$ cat config.mk
export PLATFORM = sky130hd
export DESIGN_NAME = sample_rate_setting_controller_flat
export DESIGN_NICKNAME = d
export VERILOG_FILES = /design/src/sv/srsc_pkg.sv /design/src/sv/srsc_if.sv /design/src/sv/sample_rate_setting_controller.sv /design/src/flat_wrapper.sv
export SDC_FILE = /design/constraint.sdc
export NUM_CORES = 1
export LEC_CHECK = 0
export BUFFER_PORTS_ARGS = -buffer_cell sky130_fd_sc_hd__buf_2
export CAP_MARGIN = 15
export CORE_UTILIZATION = 40
export CTS_CLUSTER_DIAMETER = 100
export DETAILED_ROUTE_END_ITERATION = 6
export GPL_ROUTABILITY_DRIVEN = 0
export HOLD_SLACK_MARGIN = 0.08
export PLACE_DENSITY = 0.7
export SLEW_MARGIN = 30
export SYNTH_ARGS = -nofsm -noshare
export SYNTH_HDL_FRONTEND = slang
export SYNTH_SLANG_ARGS = --single-unit
$ cat constraint.sdc
create_clock -name clk -period 5.2 [get_ports clk]
set_input_delay 0.26 -clock clk [delete_from_list [all_inputs] [get_ports clk]]
set_output_delay 0.26 -clock clk [all_outputs]
set_load 0.05 [all_outputs]
$ cat src/sv/srsc_pkg.sv
// ---------------------------------------------------------------------------
// srsc_pkg
// Shared constants, op codes and payload types of the sample rate setting
// controller.
// ---------------------------------------------------------------------------
`default_nettype none

package srsc_pkg;

	localparam int PHASE_MODULUS = 20;
	localparam int BLINK_PERIOD  = 10;
	localparam int MAX_RATE      = 10;

	localparam int OP_W     = 3;
	localparam int STORED_W = 8;
	localparam int RATE_W   = 4;	// width of the rate field on the result channel

	// internal widths follow from the constants
	localparam int RATE_INT_W = $clog2(MAX_RATE + 1);
	localparam int PHASE_W    = $clog2(PHASE_MODULUS);
	localparam int PHASE_SUM_W =
		(PHASE_W > RATE_INT_W ? PHASE_W : RATE_INT_W) + 1;
	localparam int BLINK_W    = $clog2(BLINK_PERIOD + 1);

	localparam logic [OP_W-1:0] OP_TICK    = 3'd0;
	localparam logic [OP_W-1:0] OP_SET     = 3'd1;
	localparam logic [OP_W-1:0] OP_UP      = 3'd2;
	localparam logic [OP_W-1:0] OP_DOWN    = 3'd3;
	localparam logic [OP_W-1:0] OP_SAMPLED = 3'd4;
	localparam logic [OP_W-1:0] OP_RESTORE = 3'd5;

	typedef struct packed {
		logic [RATE_W-1:0] rate;
		logic              setting_mode;
		logic              digit_blank;
		logic              sample_due;
		logic              save_request;
	} res_t;

endpackage

`default_nettype wire

$ cat src/sv/srsc_if.sv
// ---------------------------------------------------------------------------
// srsc_if
// Valid/ready channels of the sample rate setting controller: the event
// channel in and the status channel out.
// ---------------------------------------------------------------------------
`default_nettype none

interface srsc_evt_if;
	logic                          valid;
	logic                          ready;
	logic [srsc_pkg::OP_W-1:0]     op;
	logic [srsc_pkg::STORED_W-1:0] stored_rate;

	modport source (output valid, output op, output stored_rate, input ready);
	modport sink   (input valid, input op, input stored_rate, output ready);
endinterface

interface srsc_res_if;
	logic                        valid;
	logic                        ready;
	logic [srsc_pkg::RATE_W-1:0] rate;
	logic                        setting_mode;
	logic                        digit_blank;
	logic                        sample_due;
	logic                        save_request;

	modport source (output valid, output rate, output setting_mode, output digit_blank,
		output sample_due, output save_request, input ready);
	modport sink   (input valid, input rate, input setting_mode, input digit_blank,
		input sample_due, input save_request, output ready);
endinterface

`default_nettype wire

$ cat src/sv/sample_rate_setting_controller.sv
// ---------------------------------------------------------------------------
// sample_rate_setting_controller
// Event-driven rate setting: mode flag, rate, sampling phase and digit blink.
// ---------------------------------------------------------------------------
//  channel | dir | payload                                         | handshake
//  --------+-----+-------------------------------------------------+----------
//  evt     | in  | op, stored_rate                                 | valid/ready
//  res     | out | rate, setting_mode, digit_blank, sample_due,    | valid/ready
//          |     | save_request                                    |
//
//  One event per cycle; its status is registered in the cycle after it.
//  The state update is a single pass of small adders and compares.
//  evt.ready is high whenever the result register is empty or being taken,
//  so a stalled result holds back only the next event.
//  Reset (arst_n low) restores rate 1, ready flag set, normal mode.
// ---------------------------------------------------------------------------
`default_nettype none

module sample_rate_setting_controller (
	input  wire         clk,
	input  wire         arst_n,
	srsc_evt_if.sink    evt,
	srsc_res_if.source  res
);

	logic                                mode_q, mode_d;
	logic [srsc_pkg::RATE_INT_W-1:0]     rate_q, rate_d;
	logic [srsc_pkg::PHASE_W-1:0]        phase_q, phase_d;
	logic [srsc_pkg::BLINK_W-1:0]        blink_q, blink_d;
	logic                                visible_q, visible_d;
	logic                                rdy_q, rdy_d;
	logic                                save_d;

	logic [srsc_pkg::PHASE_SUM_W-1:0]    phase_sum;
	logic [srsc_pkg::BLINK_W-1:0]        blink_inc;
	logic                                stored_ok;

	srsc_pkg::res_t                      res_q, res_d;
	logic                                res_valid_q;
	logic                                evt_fire;

	assign evt.ready = !res_valid_q || res.ready;
	assign evt_fire  = evt.valid && evt.ready;

	assign phase_sum = srsc_pkg::PHASE_SUM_W'(phase_q) + srsc_pkg::PHASE_SUM_W'(rate_q);
	assign blink_inc = blink_q + srsc_pkg::BLINK_W'(1);
	assign stored_ok = (evt.stored_rate != '0) &&
		(evt.stored_rate <= srsc_pkg::STORED_W'(srsc_pkg::MAX_RATE));

	always_comb begin
		mode_d    = mode_q;
		rate_d    = rate_q;
		phase_d   = phase_q;
		blink_d   = blink_q;
		visible_d = visible_q;
		rdy_d     = rdy_q;
		save_d    = 1'b0;
		case (evt.op)
			srsc_pkg::OP_TICK: begin
				if (mode_q) begin
					if (blink_inc >= srsc_pkg::BLINK_W'(srsc_pkg::BLINK_PERIOD)) begin
						blink_d   = '0;
						visible_d = !visible_q;
					end else begin
						blink_d = blink_inc;
					end
				end else begin
					visible_d = 1'b1;
					blink_d   = '0;
					if (phase_sum >= srsc_pkg::PHASE_SUM_W'(srsc_pkg::PHASE_MODULUS)) begin
						phase_d = srsc_pkg::PHASE_W'(phase_sum -
							srsc_pkg::PHASE_SUM_W'(srsc_pkg::PHASE_MODULUS));
						rdy_d   = 1'b1;
					end else begin
						phase_d = srsc_pkg::PHASE_W'(phase_sum);
					end
				end
			end
			srsc_pkg::OP_SET: begin
				mode_d    = !mode_q;
				visible_d = 1'b1;
				blink_d   = '0;
			end
			srsc_pkg::OP_UP: begin
				if (mode_q) begin
					if (rate_q >= srsc_pkg::RATE_INT_W'(srsc_pkg::MAX_RATE))
						rate_d = srsc_pkg::RATE_INT_W'(1);
					else
						rate_d = rate_q + srsc_pkg::RATE_INT_W'(1);
					visible_d = 1'b1;
					blink_d   = '0;
					save_d    = 1'b1;
				end
			end
			srsc_pkg::OP_DOWN: begin
				if (mode_q) begin
					if (rate_q <= srsc_pkg::RATE_INT_W'(1))
						rate_d = srsc_pkg::RATE_INT_W'(srsc_pkg::MAX_RATE);
					else
						rate_d = rate_q - srsc_pkg::RATE_INT_W'(1);
					visible_d = 1'b1;
					blink_d   = '0;
					save_d    = 1'b1;
				end
			end
			srsc_pkg::OP_SAMPLED: begin
				if (!mode_q)
					rdy_d = 1'b0;
			end
			srsc_pkg::OP_RESTORE: begin
				if (stored_ok) begin
					rate_d = srsc_pkg::RATE_INT_W'(evt.stored_rate);
				end else begin
					rate_d = srsc_pkg::RATE_INT_W'(1);
					save_d = 1'b1;
				end
			end
			default: begin
			end
		endcase
	end

	always_comb begin
		res_d.rate         = srsc_pkg::RATE_W'(rate_d);
		res_d.setting_mode = mode_d;
		res_d.digit_blank  = mode_d && !visible_d;
		res_d.sample_due   = rdy_d;
		res_d.save_request = save_d;
	end

	always_ff @(posedge clk or negedge arst_n) begin
		if (!arst_n) begin
			mode_q      <= 1'b0;
			rate_q      <= srsc_pkg::RATE_INT_W'(1);
			phase_q     <= '0;
			blink_q     <= '0;
			visible_q   <= 1'b1;
			rdy_q       <= 1'b1;
			res_valid_q <= 1'b0;
		end else begin
			if (evt_fire) begin
				mode_q    <= mode_d;
				rate_q    <= rate_d;
				phase_q   <= phase_d;
				blink_q   <= blink_d;
				visible_q <= visible_d;
				rdy_q     <= rdy_d;
			end
			if (evt_fire)
				res_valid_q <= 1'b1;
			else if (res.ready)
				res_valid_q <= 1'b0;
		end
	end

	// result payload, no reset needed
	always_ff @(posedge clk) begin
		if (evt_fire)
			res_q <= res_d;
	end

	assign res.valid        = res_valid_q;
	assign res.rate         = res_q.rate;
	assign res.setting_mode = res_q.setting_mode;
	assign res.digit_blank  = res_q.digit_blank;
	assign res.sample_due   = res_q.sample_due;
	assign res.save_request = res_q.save_request;

`ifndef SYNTH
	a_rate_range: assert property (@(posedge clk) disable iff (!arst_n)
		(rate_q != '0) && (rate_q <= srsc_pkg::RATE_INT_W'(srsc_pkg::MAX_RATE)))
		else $error("rate out of range");

	a_phase_range: assert property (@(posedge clk) disable iff (!arst_n)
		phase_q < srsc_pkg::PHASE_W'(srsc_pkg::PHASE_MODULUS))
		else $error("phase out of range");

	a_blink_range: assert property (@(posedge clk) disable iff (!arst_n)
		blink_q < srsc_pkg::BLINK_W'(srsc_pkg::BLINK_PERIOD))
		else $error("blink count out of range");

	a_fire_result: assert property (@(posedge clk) disable iff (!arst_n)
		evt_fire |=> (res_valid_q && res_q.setting_mode == mode_q &&
			res_q.sample_due == rdy_q))
		else $error("result does not match state after transaction");

	a_blank_mode: assert property (@(posedge clk) disable iff (!arst_n)
		res.valid && res.digit_blank |-> res.setting_mode)
		else $error("digit blanked outside setting mode");
`endif

endmodule

`default_nettype wire
$ cat src/flat_wrapper.sv
// flat-port wrapper written by rule: the top's interface ports become plain ports
module sample_rate_setting_controller_flat 
  (clk, arst_n, evt_valid, evt_op, evt_stored_rate, evt_ready, res_valid, res_rate, res_setting_mode, res_digit_blank, res_sample_due, res_save_request, res_ready);
  srsc_evt_if evt_i ();
  srsc_res_if res_i ();
  input  wire clk;
  input  wire arst_n;
  input wire logic [$bits(evt_i.valid)-1:0] evt_valid;
  input wire logic [$bits(evt_i.op)-1:0] evt_op;
  input wire logic [$bits(evt_i.stored_rate)-1:0] evt_stored_rate;
  output wire logic [$bits(evt_i.ready)-1:0] evt_ready;
  output wire logic [$bits(res_i.valid)-1:0] res_valid;
  output wire logic [$bits(res_i.rate)-1:0] res_rate;
  output wire logic [$bits(res_i.setting_mode)-1:0] res_setting_mode;
  output wire logic [$bits(res_i.digit_blank)-1:0] res_digit_blank;
  output wire logic [$bits(res_i.sample_due)-1:0] res_sample_due;
  output wire logic [$bits(res_i.save_request)-1:0] res_save_request;
  input wire logic [$bits(res_i.ready)-1:0] res_ready;
  assign evt_i.valid = evt_valid;
  assign evt_i.op = evt_op;
  assign evt_i.stored_rate = evt_stored_rate;
  assign evt_ready = evt_i.ready;
  assign res_valid = res_i.valid;
  assign res_rate = res_i.rate;
  assign res_setting_mode = res_i.setting_mode;
  assign res_digit_blank = res_i.digit_blank;
  assign res_sample_due = res_i.sample_due;
  assign res_save_request = res_i.save_request;
  assign res_i.ready = res_ready;
  sample_rate_setting_controller u_core (.clk(clk), .arst_n(arst_n), .evt(evt_i), .res(res_i));
endmodule
==> results by group <==
Drt
  – Vias per inst: 5.60
  – Initial DRC count: 102
  – Final ANT Viol Nets: 0
  – 1st-pass router iterations: 4
  – Via count: 1468
  – Post-route DRC: 0
  – Routed WL: 3700 microns
  – Routed WL per cell: 14.1 microns

Placement
  – PortBufs: 24
  – Place WS: 2660 ps
  – Dpl hpwl: 2770 microns
  – Inst Count DP: 257

Pwr
  – PwrDens: between 400 and 500 nW/um^2
  – IR drop worst, VDD: 0.162 mV
  – Clock network fraction of total power: roughly 13%
  – LEAKAGE: 0.809 nW
  – Pwr Total: between 0.9 and 1 mW
  – Comb pwr share: a little over half
  – Sequential share of power: 35.1%
  – P_sw: 0.417 mW
  – Switching share of power: 44.2%
  – Pint: 0.527 mW

Critical path
  – Required time worst endpoint: 5330 ps
  – Data arrival time of the worst path: around 2700 ps
  – CP Capture Type: flop
  – Worst-path fanout max: 11
  – Startpoint Class: flop
  – CP Class: reg -> reg

Flow run
  – Max Cap Viol: 0

Cells and area
  – Antenna Cells: 0
  – Fraction of layout cells with a size suffix above 1: around a fifth
  – Area grow syn2layout: 12.4%
  – Fillers: 407
  – Layout Nets: 241
  – Number of non-filler instances in the completed layout: 262

Clock network
  – Clock-pin slew on the worst setup and hold paths: 90 ps
  – Root Driver: clkbuf_8
  – Clk buf depth: 2
  – Inserted Clock Buffers: 3
  – CTS tree: built
  – Clk_lat worst skew: 270 ps
  – Clock Sinks: 25
  – Setup bufs post-CTS: 0
  – H-Tree Depth: 1

Timing
  – Slew of the pin with the lowest slew margin: 582 ps
  – Count of final hold-check violations: 0
  – Period Utilization, post-route: 49.5%
  – Max Slew Vio Count: 0
  – Worst setup margin: roughly 2600 ps
  – Unrepaired setup endpoints after global routing: no
  – Setup TNS Final: 0 ps
  – Final setup vio count: 0
  – Peak Freq: 0.388 GHz
  – Worst Skew: 3.78 ps
  – Fin crit period: 2580 ps
  – Worst slew margin: 61.2%

Synth
  – Mapped Avg Cell Area: roughly 9.4 sq um
  – Synth async-reset ratio: 68.0%
  – Yosys warnings: 0
  – Dominant cells by area after synthesis: dfrtp_1 (20%), edfxtp_1 (14%), ha_1 (8.5%), dfstp_2 (4.5%), nand2_1 (4.1%)
  – Share of the synthesized area in the top cell type: 19.9%
  – Unique masters post-synth: 56
  – Synth Register Bits: 25
  – Commonest cells in the netlist: nand2_1 (19), nor2_1 (15), dfrtp_1 (14)
  – Seq/Total Area, Yosys: 38.0%
  – Netlist Area Pre-Place: 1760 sq um
  – Post-synth net total: 216
  – Leading area contributor after synthesis: dfrtp_1
  – Most common cell in the netlist: nand2_1
  – Synth Instances: 188
  – Number of synthesized flops with an enable pin: 8
  – Post-synth top flop: dfrtp_1

Floorplan
  – CORE AREA: 4120 sq um
  – Die Span Y: 68.3 microns
  – Row Count: 23
  – Die Wd: between 60 and 70 microns
  – Io pins: 25
  – Die ar.: around 4700 sq um
  – Starting Density: 42.8%

Global routing
  – Total grt overflow: 0
  – Vias in the first global route: between 1k and 1.5k
  – Largest net degree at the start of global routing: 18
  – First-pass GRT wire length: 6290 microns
  – Total track usage: 18.1%
  – Initial antenna violation count: 0

Worst hold path
  – Hold WC Path Type: in -> reg

Status
  – Status: finished, final reports clean
-- cells in the final DEF (no fill, tap or decap), types with 2 or more instances in the layout --
cell type | Yosys | routed
nand2_1 | 19 | 19
nand2b_1 | 7 | 7
buf_2 | 2 | 24
nand4_1 | 2 | 2
and3b_1 | 2 | 2
dfrtp_1 | 14 | 14
xnor2_1 | 4 | 4
dfstp_2 | 3 | 3
xor2_1 | 2 | 2
ha_1 | 12 | 12
inv_1 | 9 | 9
nor3_1 | 7 | 7
o21ba_2 | 2 | 2
nor4_1 | 4 | 4
clkbuf_8 | 0 | 3
nor2b_1 | 3 | 3
nor2_1 | 15 | 15
a32oi_1 | 2 | 2
o211ai_1 | 4 | 4
o21ai_0 | 11 | 11
a31oi_1 | 6 | 6
edfxtp_1 | 8 | 8
mux2_2 | 2 | 2
and3_1 | 2 | 2
a21oi_1 | 12 | 12
-- cell families after synthesis --
| family | after synthesis | synth area share, % |
|---|---|---|
| flip-flops | 25 | 38.0 |
| AO/OA/AOI/OAI | 55 | 22.4 |
| buffers and inverters | 15 | 3.34 |
| adder cells (fa/ha/maj) | 13 | 9.67 |
| XOR/XNOR | 6 | 2.99 |
| AND/OR/NAND/NOR | 71 | 21.5 |
| multiplexers | 3 | 2.13 |
-- critical path: stages, from the launching register on --
cell	delay, ps
dfrtp_1	550
ha_1	310
a21o_1	180
a21oi_1	170
xor2_1	260
ha_1	190
nor3b_1	170
o22ai_1	120
o21ai_2	260
a21oi_1	100
a21oi_1	120
-- power by group through the flow --
stage | Clock, mW | Combinational (mW) | Sequential [mW]
detailed placement | 0 | 0.492 | 0.334
finish | 0.118 | 0.495 | 0.332
global route | 0.130 | 0.559 | 0.342
global placement | 0 | 0.489 | 0.332
floorplan | 0 | 0.376 | 0.345
CTS | 0.121 | 0.496 | 0.331
-- per-layer routing --
metal | GRT usage (%) | share of wire (%) | up-vias
met4 | 3.13 | 0.78 | 0
met1 | 25.5 | 49 | 692
li1 | - | - | 752
met2 | 28.7 | 48 | 22
met3 | 3.50 | 2.5 | 2
met5 | 0 | 0 | -
-- final cells by class --
class | instances | area, sq um | share of cell area (%)
flip-flops and latches | 25 | 669 | 33.8
multi-input cells | 148 | 1030 | 52.2
clock buffers | 3 | 41.3 | 2.09
repair buffers | 25 | 130 | 6.58
well taps | 50 | 62.6 | 3.16
clock inverters | 1 | 5.00 | 0.253
inverters | 10 | 37.5 | 1.90
-- sequential cells by signal, summed over array words and instances (netlist names) --
register                 cells
u_core.visible_q             1
u_core.phase_q               5
u_core.res.save_request      1
u_core.rate_q                4
u_core.res.setting_mode      1
u_core.mode_q                1
u_core.res.digit_blank       1
u_core.blink_q               4
u_core.res.sample_due        1
u_core.rdy_q                 1
u_core.res.rate              4
u_core.res.valid             1
-- per-stage QoR --
| stage | util (%) | cell area, sq um | hold slack, ps |
|---|---|---|---|
| global route | 48.1 | 1980 | 182 |
| finish | 48.1 | 1980 | 197 |
| floorplan | - | 1760 | -35.6 |
| CTS | 48.1 | 1980 | 192 |
| global placement | 46.7 | 1920 | 223 |
| detailed placement | 46.7 | 1920 | 217 |
-- final timing paths --
kind                                               start  cells after the start  slack, ps                         endpoint
max                         u_core.rate_q[1]$_DFFE_PN0P_                     10       2620  u_core.res.sample_due$_DFFE_PP_
min                                            evt_valid                      2        200     u_core.res.valid$_DFFE_PN0P_
max reg2reg                 u_core.rate_q[1]$_DFFE_PN0P_                     10       2620  u_core.res.sample_due$_DFFE_PP_
min reg2reg                u_core.blink_q[3]$_DFFE_PN0P_                      2        530    u_core.blink_q[3]$_DFFE_PN0P_
max in group asynchronous                         arst_n                      2       4430     u_core.visible_q$_DFFE_PN1P_
min in group asynchronous                         arst_n                      2        450    u_core.phase_q[4]$_DFFE_PN0P_
-- repair_timing --
| item | CTS | global route |
|---|---|---|
| hold buffers | 1 | 0 |
| hold endpoints to repair | 14 | 0 |
| endpoints found under the setup margin | 0 | 0 |
| resized for setup | 0 | 0 |
Power figures use the tool's default switching activity.
